**src/hdl/hexc_pkg.sv**
```systemverilog
// hexc_pkg: types, action codes and helper functions for the hexagonal cube
// coordinate unit. No dependencies; used by the unit, hexc_checker and testbench.
`default_nettype none

package hexc_pkg;

    // Coordinate widths
    localparam int COORD_WIDTH = 32;
    localparam int IN_W        = 32;
    localparam int RES_W       = 36;
    // Internal working width: holds every linear combination and its normal form
    localparam int NW          = COORD_WIDTH + 4;

    // Exact divide by 7: 2-adic inverse built from shift-add doubling steps
    localparam int DIV_STEPS   = $clog2((NW + 2) / 3);
    // Residue mod 7 via 6-bit chunk sum (64 = 1 mod 7)
    localparam int CHUNKS      = (NW + 5) / 6;
    localparam int PAD_W       = CHUNKS * 6;
    localparam int SUM_W       = 6 + $clog2(CHUNKS);
    // Residue mod 7 of the chunk sum via 3-bit digit folds (8 = 1 mod 7)
    localparam int FOLD_DIG    = (SUM_W + 2) / 3;
    localparam int FOLD_W      = FOLD_DIG * 3;

    typedef logic signed [NW-1:0]    coord_t;
    typedef logic signed [RES_W-1:0] res_coord_t;
    typedef logic [2:0]              digit_t;
    typedef logic [3:0]              action_t;

    // Action codes
    localparam action_t ACT_NORM    = 4'd0;
    localparam action_t ACT_UP7     = 4'd1;
    localparam action_t ACT_UP7R    = 4'd2;
    localparam action_t ACT_DOWN7   = 4'd3;
    localparam action_t ACT_DOWN7R  = 4'd4;
    localparam action_t ACT_NEIGH   = 4'd5;
    localparam action_t ACT_ROTCCW  = 4'd6;
    localparam action_t ACT_ROTCW   = 4'd7;
    localparam action_t ACT_TODIGIT = 4'd8;
    localparam action_t ACT_DIGCCW  = 4'd9;
    localparam action_t ACT_DIGCW   = 4'd10;

    // Direction digits
    localparam digit_t DIG_CENTER  = 3'd0;
    localparam digit_t DIG_K       = 3'd1;
    localparam digit_t DIG_J       = 3'd2;
    localparam digit_t DIG_JK      = 3'd3;
    localparam digit_t DIG_I       = 3'd4;
    localparam digit_t DIG_IK      = 3'd5;
    localparam digit_t DIG_IJ      = 3'd6;
    localparam digit_t DIG_INVALID = 3'd7;

    // Input transfer
    typedef struct packed {
        action_t                action;
        logic signed [IN_W-1:0] coord_i;
        logic signed [IN_W-1:0] coord_j;
        logic signed [IN_W-1:0] coord_k;
        digit_t                 in_digit;
    } hexc_in_t;

    // Result transfer
    typedef struct packed {
        res_coord_t res_i;
        res_coord_t res_j;
        res_coord_t res_k;
        digit_t     res_digit;
    } hexc_out_t;

    // Pipeline stage contents
    typedef struct packed {
        action_t    action;
        digit_t     digit;
        logic       norm;   // normalise at the end
        logic       div;    // c0/c1 are rounded through divide by 7
        logic [1:0] neg;    // sign of the c0/c1 numerators
        coord_t     c0;
        coord_t     c1;
        coord_t     c2;
    } pipe_t;

    // Low COORD_WIDTH bits of the raw input, sign-extended
    function automatic coord_t sext_coord(input logic [IN_W-1:0] raw);
        logic [NW-1:0] v;
        v = NW'(raw);
        for (int b = COORD_WIDTH; b < NW; b++)
        begin
            v[b] = v[COORD_WIDTH-1];
        end
        return v;
    endfunction

    function automatic coord_t times3(input coord_t x);
        return (x <<< 1) + x;
    endfunction

    function automatic coord_t times2(input coord_t x);
        return x <<< 1;
    endfunction

    // Sum of 6-bit chunks; same residue mod 7 as the input
    function automatic logic [SUM_W-1:0] chunk_sum(input logic [NW-1:0] x);
        logic [PAD_W-1:0] pad;
        logic [SUM_W-1:0] acc;
        pad = PAD_W'(x);
        acc = '0;
        for (int c = 0; c < CHUNKS; c++)
        begin
            acc = acc + SUM_W'(pad[c*6 +: 6]);
        end
        return acc;
    endfunction

    // Residue mod 7 of a narrow value: three digit folds, then one correction
    function automatic logic [2:0] mod7_small(input logic [SUM_W-1:0] x);
        logic [SUM_W-1:0]  v;
        logic [FOLD_W-1:0] pad;
        logic [SUM_W-1:0]  acc;
        v = x;
        for (int f = 0; f < 3; f++)
        begin
            pad = FOLD_W'(v);
            acc = '0;
            for (int d = 0; d < FOLD_DIG; d++)
            begin
                acc = acc + SUM_W'(pad[d*3 +: 3]);
            end
            v = acc;
        end
        if (v >= SUM_W'(7))
        begin
            v = v - SUM_W'(7);
        end
        return v[2:0];
    endfunction

    // 60-degree digit rotations
    function automatic digit_t rot_ccw(input digit_t d);
        digit_t r;
        case (d)
            DIG_K:   r = DIG_IK;
            DIG_J:   r = DIG_JK;
            DIG_JK:  r = DIG_K;
            DIG_I:   r = DIG_IJ;
            DIG_IK:  r = DIG_I;
            DIG_IJ:  r = DIG_J;
            default: r = d;
        endcase
        return r;
    endfunction

    function automatic digit_t rot_cw(input digit_t d);
        digit_t r;
        case (d)
            DIG_K:   r = DIG_JK;
            DIG_J:   r = DIG_IJ;
            DIG_JK:  r = DIG_J;
            DIG_I:   r = DIG_IK;
            DIG_IK:  r = DIG_K;
            DIG_IJ:  r = DIG_I;
            default: r = d;
        endcase
        return r;
    endfunction

endpackage

`default_nettype wire

```
**src/hdl/hex_cube_coordinate_unit.sv**
```systemverilog
// hex_cube_coordinate_unit: pipelined operations on hexagonal cube coordinates.
// Depends on hexc_pkg (types, action codes, mod-7 and digit helpers).
`default_nettype none

// One transfer is taken on every clock edge where start is high; busy is never
// raised, so items can follow back to back at one per cycle. Each item gives
// exactly one result, shown on result for one cycle with done high. The
// pipeline depth is set by the exact round-to-nearest divide by 7 used by
// the aperture-7 coarsen actions: a mod-7 residue over two stages followed
// by four registered shift-add steps; every action runs through the same
// stages so results leave in input order. The result port cannot be
// stalled; the receiver must take each result in the cycle done is high.
module hex_cube_coordinate_unit
(
    input  wire logic               clk,
    input  wire logic               rst_n,
    input  wire logic               start,
    output logic                    busy,
    input  hexc_pkg::hexc_in_t      operand,
    output logic                    done,
    output hexc_pkg::hexc_out_t     result
);

    // Stage positions in the valid chain
    localparam int S_IN     = 0;
    localparam int S_LIN    = 1;
    localparam int S_MAG    = 2;
    localparam int S_SUM    = 3;
    localparam int S_REM    = 4;
    localparam int S_STEP0  = 5;
    localparam int S_SIGN   = S_STEP0 + hexc_pkg::DIV_STEPS;
    localparam int S_MIN    = S_SIGN + 1;
    localparam int S_NORM   = S_MIN + 1;
    localparam int S_OUT    = S_NORM + 1;
    localparam int N_STAGES = S_OUT + 1;

    logic [N_STAGES-1:0]        vld_reg;
    logic [N_STAGES-1:0]        vld_next;

    hexc_pkg::pipe_t            in_reg,   in_next;
    hexc_pkg::pipe_t            lin_reg,  lin_next;
    hexc_pkg::pipe_t            mag_reg,  mag_next;
    hexc_pkg::pipe_t            sum_reg;
    logic [hexc_pkg::SUM_W-1:0] sum0_reg, sum1_reg;
    hexc_pkg::pipe_t            div_reg [hexc_pkg::DIV_STEPS+1];
    hexc_pkg::pipe_t            rem_next;
    hexc_pkg::pipe_t            sign_reg, sign_next;
    hexc_pkg::pipe_t            min_reg;
    hexc_pkg::coord_t           minv_reg, minv_next;
    hexc_pkg::pipe_t            norm_reg, norm_next;
    hexc_pkg::hexc_out_t        result_reg, result_next;

    hexc_pkg::coord_t           ci, cj, ck;
    logic [hexc_pkg::NW-1:0]    mag0, mag1;

    // Never stalls
    assign busy = 1'b0;

    // Valid chain
    assign vld_next = {vld_reg[N_STAGES-2:0], start & ~busy};

    always_ff @(posedge clk or negedge rst_n)
    begin
        if (!rst_n)
        begin
            vld_reg <= '0;
        end
        else
        begin
            vld_reg <= vld_next;
        end
    end

    // Input capture with sign extension
    always_comb
    begin
        in_next        = '0;
        in_next.action = operand.action;
        in_next.digit  = operand.in_digit;
        in_next.c0     = hexc_pkg::sext_coord(operand.coord_i);
        in_next.c1     = hexc_pkg::sext_coord(operand.coord_j);
        in_next.c2     = hexc_pkg::sext_coord(operand.coord_k);
    end

    // Linear combinations per action, digit rotation
    always_comb
    begin
        ci            = in_reg.c0;
        cj            = in_reg.c1;
        ck            = in_reg.c2;
        lin_next      = in_reg;
        lin_next.norm = 1'b1;
        lin_next.div  = 1'b0;
        lin_next.neg  = 2'b00;
        case (in_reg.action)
            hexc_pkg::ACT_UP7:
            begin
                lin_next.c0  = hexc_pkg::times3(ci) - cj - hexc_pkg::times2(ck);
                lin_next.c1  = ci + hexc_pkg::times2(cj) - hexc_pkg::times3(ck);
                lin_next.c2  = '0;
                lin_next.div = 1'b1;
            end
            hexc_pkg::ACT_UP7R:
            begin
                lin_next.c0  = hexc_pkg::times2(ci) + cj - hexc_pkg::times3(ck);
                lin_next.c1  = hexc_pkg::times3(cj) - ci - hexc_pkg::times2(ck);
                lin_next.c2  = '0;
                lin_next.div = 1'b1;
            end
            hexc_pkg::ACT_DOWN7:
            begin
                lin_next.c0 = hexc_pkg::times3(ci) + cj;
                lin_next.c1 = hexc_pkg::times3(cj) + ck;
                lin_next.c2 = ci + hexc_pkg::times3(ck);
            end
            hexc_pkg::ACT_DOWN7R:
            begin
                lin_next.c0 = hexc_pkg::times3(ci) + ck;
                lin_next.c1 = ci + hexc_pkg::times3(cj);
                lin_next.c2 = cj + hexc_pkg::times3(ck);
            end
            hexc_pkg::ACT_NEIGH:
            begin
                if (in_reg.digit == hexc_pkg::DIG_CENTER ||
                    in_reg.digit == hexc_pkg::DIG_INVALID)
                begin
                    lin_next.norm = 1'b0;
                end
                else
                begin
                    // digit bits are the unit vector (i, j, k)
                    lin_next.c0 = ci + hexc_pkg::NW'(in_reg.digit[2]);
                    lin_next.c1 = cj + hexc_pkg::NW'(in_reg.digit[1]);
                    lin_next.c2 = ck + hexc_pkg::NW'(in_reg.digit[0]);
                end
            end
            hexc_pkg::ACT_ROTCCW:
            begin
                lin_next.c0 = ci + ck;
                lin_next.c1 = ci + cj;
                lin_next.c2 = cj + ck;
            end
            hexc_pkg::ACT_ROTCW:
            begin
                lin_next.c0 = ci + cj;
                lin_next.c1 = cj + ck;
                lin_next.c2 = ci + ck;
            end
            hexc_pkg::ACT_DIGCCW:
            begin
                lin_next.digit = hexc_pkg::rot_ccw(in_reg.digit);
            end
            hexc_pkg::ACT_DIGCW:
            begin
                lin_next.digit = hexc_pkg::rot_cw(in_reg.digit);
            end
            default:
            begin
                lin_next.c0 = ci;
            end
        endcase
    end

    // Divide path: sign, magnitude plus 3 (rounding bias)
    always_comb
    begin
        mag_next = lin_reg;
        mag0     = lin_reg.c0[hexc_pkg::NW-1] ? -lin_reg.c0 : lin_reg.c0;
        mag1     = lin_reg.c1[hexc_pkg::NW-1] ? -lin_reg.c1 : lin_reg.c1;
        if (lin_reg.div)
        begin
            mag_next.neg = {lin_reg.c1[hexc_pkg::NW-1], lin_reg.c0[hexc_pkg::NW-1]};
            mag_next.c0  = mag0 + hexc_pkg::NW'(3);
            mag_next.c1  = mag1 + hexc_pkg::NW'(3);
        end
    end

    // Drop the residue so the value is an exact multiple of 7
    always_comb
    begin
        rem_next = sum_reg;
        if (sum_reg.div)
        begin
            rem_next.c0 = sum_reg.c0 - hexc_pkg::NW'(hexc_pkg::mod7_small(sum0_reg));
            rem_next.c1 = sum_reg.c1 - hexc_pkg::NW'(hexc_pkg::mod7_small(sum1_reg));
        end
    end

    // Exact divide: y * (1 + 8 + 64 + ...) by doubling steps, negated later
    for (genvar g = 0; g < hexc_pkg::DIV_STEPS; g++)
    begin : gen_div_step
        localparam int SH = 3 << g;
        hexc_pkg::pipe_t step_next;

        always_comb
        begin
            step_next = div_reg[g];
            if (div_reg[g].div)
            begin
                step_next.c0 = div_reg[g].c0 + (div_reg[g].c0 << SH);
                step_next.c1 = div_reg[g].c1 + (div_reg[g].c1 << SH);
            end
        end

        always_ff @(posedge clk)
        begin
            div_reg[g+1] <= step_next;
        end
    end

    // Quotient is minus the series sum; restore the numerator sign
    always_comb
    begin
        sign_next = div_reg[hexc_pkg::DIV_STEPS];
        if (sign_next.div)
        begin
            sign_next.c0 = sign_next.neg[0] ? sign_next.c0 : -sign_next.c0;
            sign_next.c1 = sign_next.neg[1] ? sign_next.c1 : -sign_next.c1;
        end
    end

    // Minimum component
    always_comb
    begin
        minv_next = sign_reg.c0;
        if (sign_reg.c1 < minv_next)
        begin
            minv_next = sign_reg.c1;
        end
        if (sign_reg.c2 < minv_next)
        begin
            minv_next = sign_reg.c2;
        end
    end

    // Plus-normal form
    always_comb
    begin
        norm_next = min_reg;
        if (min_reg.norm)
        begin
            norm_next.c0 = min_reg.c0 - minv_reg;
            norm_next.c1 = min_reg.c1 - minv_reg;
            norm_next.c2 = min_reg.c2 - minv_reg;
        end
    end

    // Result and unit-vector digit match
    always_comb
    begin
        result_next.res_i     = hexc_pkg::RES_W'(norm_reg.c0);
        result_next.res_j     = hexc_pkg::RES_W'(norm_reg.c1);
        result_next.res_k     = hexc_pkg::RES_W'(norm_reg.c2);
        result_next.res_digit = norm_reg.digit;
        if (norm_reg.action == hexc_pkg::ACT_TODIGIT)
        begin
            if (norm_reg.c0[hexc_pkg::NW-1:1] == '0 &&
                norm_reg.c1[hexc_pkg::NW-1:1] == '0 &&
                norm_reg.c2[hexc_pkg::NW-1:1] == '0)
            begin
                result_next.res_digit = {norm_reg.c0[0], norm_reg.c1[0], norm_reg.c2[0]};
            end
            else
            begin
                result_next.res_digit = hexc_pkg::DIG_INVALID;
            end
        end
    end

    // Payload registers
    always_ff @(posedge clk)
    begin
        in_reg     <= in_next;
        lin_reg    <= lin_next;
        mag_reg    <= mag_next;
        sum_reg    <= mag_reg;
        sum0_reg   <= hexc_pkg::chunk_sum(mag_reg.c0);
        sum1_reg   <= hexc_pkg::chunk_sum(mag_reg.c1);
        div_reg[0] <= rem_next;
        sign_reg   <= sign_next;
        min_reg    <= sign_reg;
        minv_reg   <= minv_next;
        norm_reg   <= norm_next;
        result_reg <= result_next;
    end

    assign done   = vld_reg[S_OUT];
    assign result = result_reg;

    // Every accepted transfer gives its result after the fixed latency
    a_latency: assert property (@(posedge clk) disable iff (!rst_n)
        start |-> ##(N_STAGES) done)
        else $error("result strobe missing after fixed latency");

    // Normalised coordinates are non-negative with at least one zero component
    a_plus_normal: assert property (@(posedge clk) disable iff (!rst_n)
        (vld_reg[S_NORM] && norm_reg.norm) |->
            (!norm_reg.c0[hexc_pkg::NW-1] && !norm_reg.c1[hexc_pkg::NW-1] &&
             !norm_reg.c2[hexc_pkg::NW-1] &&
             (norm_reg.c0 == '0 || norm_reg.c1 == '0 || norm_reg.c2 == '0)))
        else $error("normalised coordinate not in plus-normal form");

endmodule

`default_nettype wire

```
**config.mk**
```make
export PLATFORM = sky130hd
export DESIGN_NAME = hex_cube_coordinate_unit
export DESIGN_NICKNAME = d
export VERILOG_FILES = /design/src/hdl/hexc_pkg.sv /design/src/hdl/hex_cube_coordinate_unit.sv
export SDC_FILE = /design/constraint.sdc
export NUM_CORES = 2
export LEC_CHECK = 0
export BUFFER_PORTS_ARGS = -buffer_cell sky130_fd_sc_hd__buf_2
export CAP_MARGIN = 20
export CORE_MARGIN = 5
export CORE_UTILIZATION = 45
export CTS_CLUSTER_DIAMETER = 120
export DETAILED_ROUTE_END_ITERATION = 6
export HOLD_SLACK_MARGIN = 0.05
export SYNTH_ARGS = -nofsm -noshare
export SYNTH_HDL_FRONTEND = slang
export SYNTH_SLANG_ARGS = --single-unit
```
**constraint.sdc**
```tcl
create_clock -name clk -period 6.6 [get_ports clk]
set_clock_uncertainty 0.15 [all_clocks]
set_input_delay 0.66 -clock clk [delete_from_list [all_inputs] [get_ports clk]]
set_output_delay 0.66 -clock clk [all_outputs]
set_load 0.02 [all_outputs]
```
* Word level (Yosys, flattened, before mapping)
Memory sizes are Yosys's and may differ from the RTL's. Index checks and enable logic that the tools add are counted.
Storage, ports and cells: flip-flop bits (word level) 983, bits of input ports 106, logic and storage cells 177, output and inout bits 113, bits in read-only memories 0, latch bits 0, RAM bits 595, memories 1
Memories:
- div_reg | depth 5, width 119, rd ports 5, clocked after memory_dff 0, wr ports 5, RTL line hex_cube_coordinate_unit.sv:45 | hexc_pkg::pipe_t div_reg [hexc_pkg::DIV_STEPS+1];
Cells by class: shifts and indexed selects 0, muxes and demuxes 28, reduce and logical (&&, ||, !) cells 8, $add $sub $neg 66, bitwise gates (word level) 0, equal/unequal tests 17, div/mod/pow operators 0, $lt $le $gt $ge 4, multiply operators 0
Operators by type and width (number):
- 2-to-1 mux 72 bit | 7
- case mux 72 bit (7 select lines) | 1
- adder 36 bit | 8
- case mux 36 bit (7 select lines) | 1
- 2-to-1 mux 108 bit | 2
- 2-to-1 mux 36 bit | 6
- negator 36 bit | 4
- adder 33 x 32 -> 34 bit | 4
- adder 36 x 1 -> 36 bit | 3
- subtractor 36 bit | 3
- adder 32 x 34 -> 35 bit | 3
- adder 34 x 32 -> 35 bit | 3
- zero test 35 bit | 3
- adder 32 x 32 -> 33 bit | 3
- adder 36 x 2 -> 36 bit, second input constant | 2
- less-than comparator 36 bit | 2
- subtractor 35 x 33 -> 36 bit | 2
- subtractor 36 x 3 -> 36 bit | 2
- subtractor 34 x 32 -> 35 bit | 2
- subtractor 34 x 34 -> 35 bit | 2
- adder 9 x 6 -> 9 bit | 4
- case mux 3 bit (6 select lines) | 2
- adder 32 x 33 -> 34 bit | 1
- adder 4 x 1 -> 5 bit, second input constant | 4
- other kinds (22) | 49

* Depth between registers and ports, before layout
depth in word-level cells 11, depth in mapped cells 28, depth with buffers taken out 28

* Least setup slack after synthesis
OpenSTA, ideal clock, no wires.
kind register -> register, start register in_reg, in the netlist ck[1], end register lin_reg[106] in the netlist's numbering, path buffers 0, setup slack 371 ps, data arrival time 5943 ps, cell stages (with the launch flop) 25, required time 6315 ps, cell sequence dfxtp_1 ha_1 inv_1 fa_1 nor2b_1 o21ai_0 a21boi_0 a2bb2oi_1 o41ai_1 o21ai_0 a211o_1 a311oi_1 o21ai_0 a221oi_1 xor2_1 fa_1 ha_1 a21o_1 a21oi_1 o21bai_1 a22o_1 a2111oi_0 o41ai_1 a211oi_1 o211ai_1
RTL lines:
- from (decl) | RTL line hex_cube_coordinate_unit.sv:40 | hexc_pkg::pipe_t in_reg, in_next;
- from (signal assigned) | RTL line hex_cube_coordinate_unit.sv:273 | in_reg <= in_next;
- to (signal assigned) | RTL line hex_cube_coordinate_unit.sv:274 | lin_reg <= lin_next;
- to (decl) | RTL line hex_cube_coordinate_unit.sv:41 | hexc_pkg::pipe_t lin_reg, lin_next;

==> run_results.csv <==
group,metric,value,unit
outcome,outcome,"finished, final reports clean",
logic_synthesis,ys_warn_count,0,
sta,min_period,6.39,ns
logic_synthesis,synth_common_cells,"dfxtp_1 (1,565), ha_1 (934), a21oi_1 (846)",
logic_synthesis,synth_top_cell_area_share,0.329,
route,dr_wl_met3,19.9,mm
power_and_ir_drop,p_leak,48.6,nW
place,io_buffers,217,
finish,largest_reg_flops,595,
logic_synthesis,synthFlopType,"dfxtp_1",
route,firstDrtPassIters,6,
worst_setup_path,cp_max_fo,11,
worst_setup_path,cp-start-kind,"flop",
logic_synthesis,syn_avg_cell_area,9.07,um2
clock_network,clk_pin_slew,0.07,ns
global_routing,grt.overflow.total,0,
route,wl_met1,135,mm
logic_synthesis,synth_cells,10500,
floorplan,initial_core_util,0.453,
finish,syn2layout_area_growth,15.4,%
route,wl_per_cell,23.4,um
logic_synthesis,synth_cell_types,96,
worst_setup_path,rr_endpoint,"lin_reg[32]",
sta,slew-limit-headroom,0.275,
floorplan,num_rows,168,
clock_network,clk_latency,0.88,ns
clock_network,clock-root-buffer,"clkbuf_16",
sta,slew_viol_final,0,
finish,drive_above_1_share,0.115,
clock_network,cts_htree_levels,4,
place,dp_hpwl,266,mm
worst_setup_path,r2r_start,"ck[1]",
worst_setup_path,reg2regPathDepth,26,
clock_network,clockBufferDepth,3,
worst_setup_path,critical_path_class,"reg -> reg",
floorplan,coreArea,210000,um2
clock_network,numCtsBuffers,167,
min_path,hold_path_class,"reg -> reg",
route,detail-route-antenna-nets,0,
global_routing,grt_max_degree,71,
run,maxCapViolCount,0,
sta,tightest_slew,1.06,ns
worst_setup_path,critPathRequiredTime,7.15,ns
route,top_layer,"met5",
power_and_ir_drop,p_sw_frac,0.430,
floorplan,fp.dieH,470,um
floorplan,boundaryPins,219,
floorplan,die_x,470,um
route,num_vias,82500,
min_path,hp-start,"div_reg[0][372]",
sta,hold_slack,0.128,ns
logic_synthesis,async_flop_share,0.00824,
global_routing,track_usage,0.287,
power_and_ir_drop,total_power,57.9,mW
clock_network,cts_sinks,1578,
sta,fin_ws,0.206,ns
logic_synthesis,yosysTopAreaCell,"dfxtp_1",
route,wirelength,330,mm
logic_synthesis,seq_area_frac_synth,0.333,
logic_synthesis,synth_edf_count,0,
clock_network,cts_tree,"yes",
global_routing,grt_antenna_before_repair,22,
logic_synthesis,syn_area,95200,um2
power_and_ir_drop,pwr-share-comb,0.558,
sta,max_freq,156,MHz
worst_setup_path,rrSetupSlack,0.21,ns
sta,final-hold-violation-count,0,
route,avgViaCountPerCell,5.85,
global_routing,grt_pass1_vias,82800,
logic_synthesis,syn-num-nets,11700,
place,preCtsSetupSlack,-0.154,ns
sta,post-route-period-util,0.969,
logic_synthesis,synth_seq_cells,1578,
power_and_ir_drop,p_sw,24.9,mW
route,drc,0,
power_and_ir_drop,ir_drop,0.640,mV
logic_synthesis,synth_most_common_cell,"dfxtp_1",
place,place_congestion,1.01,
min_path,holdPathStages,0,
worst_setup_path,arrival,6.95,ns
route,wl_met2,156,mm
power_and_ir_drop,internal_power,33.0,mW
route,drt_iter0_drc,7162,
global_routing,grt_pass1_wl,493,mm
power_and_ir_drop,clockPowerShare,0.179,
sta,setup_violations,0,
power_and_ir_drop,seqPwrFrac,0.263,
worst_setup_path,end_kind,"flop",
floorplan,die_area,221000,um2
finish,post-route-util,0.523,
logic_synthesis,synth_area_leaders,"dfxtp_1 (33%), ha_1 (12%), xnor2_1 (5.7%)",
power_and_ir_drop,power.density,527,nW/um2
finish,fin_nets,12400,
min_path,min_to,"div_reg[0][491]",
critical path: stages (launching register included):
cell and delay, ns:
dfxtp_1 0.32, buf_4 0.13, buf_4 0.19, ha_1 0.30
a21oi_1 0.19, o211ai_1 0.17, o21ai_0 0.20, buf_4 0.17
o22ai_2 0.13, a41oi_4 0.34, o21bai_1 0.12, a21o_1 0.23
a21o_1 0.19, a21oi_1 0.17, xnor2_1 0.21, ha_1 0.34
or2_2 0.30, a21oi_1 0.17, a21oi_1 0.08, a41oi_1 0.44
o21ai_0 0.37, a221oi_1 0.44, buf_4 0.19, o21a_1 0.17
xnor2_1 0.07, a221oi_1 0.32, nand3_1 0.12
power groups by stage:
stage | logic, mW | clock network [mW] | registers (mW)
after detailed placement | 31.6 | 0 | 15.5
final | 32.3 | 10.4 | 15.2
after global placement | 30.8 | 0 | 15.4
after floorplan | 22.4 | 0 | 14.7
after CTS | 31.9 | 10.6 | 15.3
after global routing | 35.6 | 11.0 | 15.6
what timing repair did:
| item | in CTS | in global routing |
|---|---|---|
| endpoints found under the hold margin | 117 | 0 |
| gates resized for setup | 6 | 38 |
| setup buffers | 0 | 1 |
| setup endpoints to repair | 7 | 66 |
| hold buffers | 107 | 0 |
| pin swaps | 0 | 4 |
worst max path at each step:
stage	from	end	slack [ns]	cells after the start
finish	ck[1]	lin_reg[32]	0.21	26
global route	ck[0]	lin_reg[70]	-0.05	28
detailed placement	ck[0]	lin_reg[70]	-0.15	28
CTS	ci[2]	lin_reg[90]	0.01	24
global placement	ck[0]	lin_reg[70]	-0.13	28
floorplan	ck[1]	lin_reg[106]	0.37	24
kinds of logic (layout without fill, tap and decap cells):
| family | count (synthesis) | count (layout) | share of synthesized area |
|---|---|---|---|
| compound gates | 3032 | 3032 | 0.209 |
| simple gates | 2536 | 2536 | 0.130 |
| flops | 1578 | 1578 | 0.333 |
| fa+ha+maj | 1149 | 1149 | 0.168 |
| xor+xnor | 1015 | 1015 | 0.0934 |
| buf+inv | 914 | 1724 | 0.0362 |
| mux | 265 | 265 | 0.0306 |
| other cells | 1 | 11 | 0.0000394 |
cell usage in the layout (no fill, tap or decap), drive strengths merged, types with 90 or more instances in the layout:
cell	n
dfxtp	1565
ha	934
a21oi	846
nor2	692
inv	673
buf	659
nand2	626
xnor2	616
o21ai	534
a21o	411
xor2	399
fa	215
mux2	208
clkbuf	203
nor3	193
nand3	189
nand2b	143
o21a	130
a31oi	123
nand4	110
dlygate4sd3	107
nor2b	104
a211oi	100
and3	98
o21bai	96
nor4	90
cell type report:
| type | count | area (um2) |
|---|---|---|
| fillers | 19100 | 100000 |
| multi-input cells | 7998 | 60400 |
| flip-flops and latches | 1578 | 31700 |
| repair buffers | 767 | 5640 |
| clock buffers | 203 | 4500 |
| well taps | 2805 | 3510 |
| inverters | 652 | 2450 |
| clock inverters | 102 | 1680 |
| diodes | 10 | 25.0 |
metal layers:
| metal | GRT usage | vias up |
|---|---|---|
| met5 | 0 | - |
| met4 | 0.150 | 4 |
| met3 | 0.0406 | 763 |
| met2 | 0.493 | 2863 |
| met1 | 0.351 | 39600 |
| li1 | - | 39200 |
metrics by stage:
step,std cells,instance area [um2],TNS [ns]
6_report,14100,110000,0
3_3_place_gp,13700,102000,-0.271
3_5_place_dp,13700,102000,-0.576
2_1_floorplan,10500,95200,0
5_1_grt,14100,110000,-0.162
4_1_cts,14100,110000,0
Power figures use the tool's default switching activity.
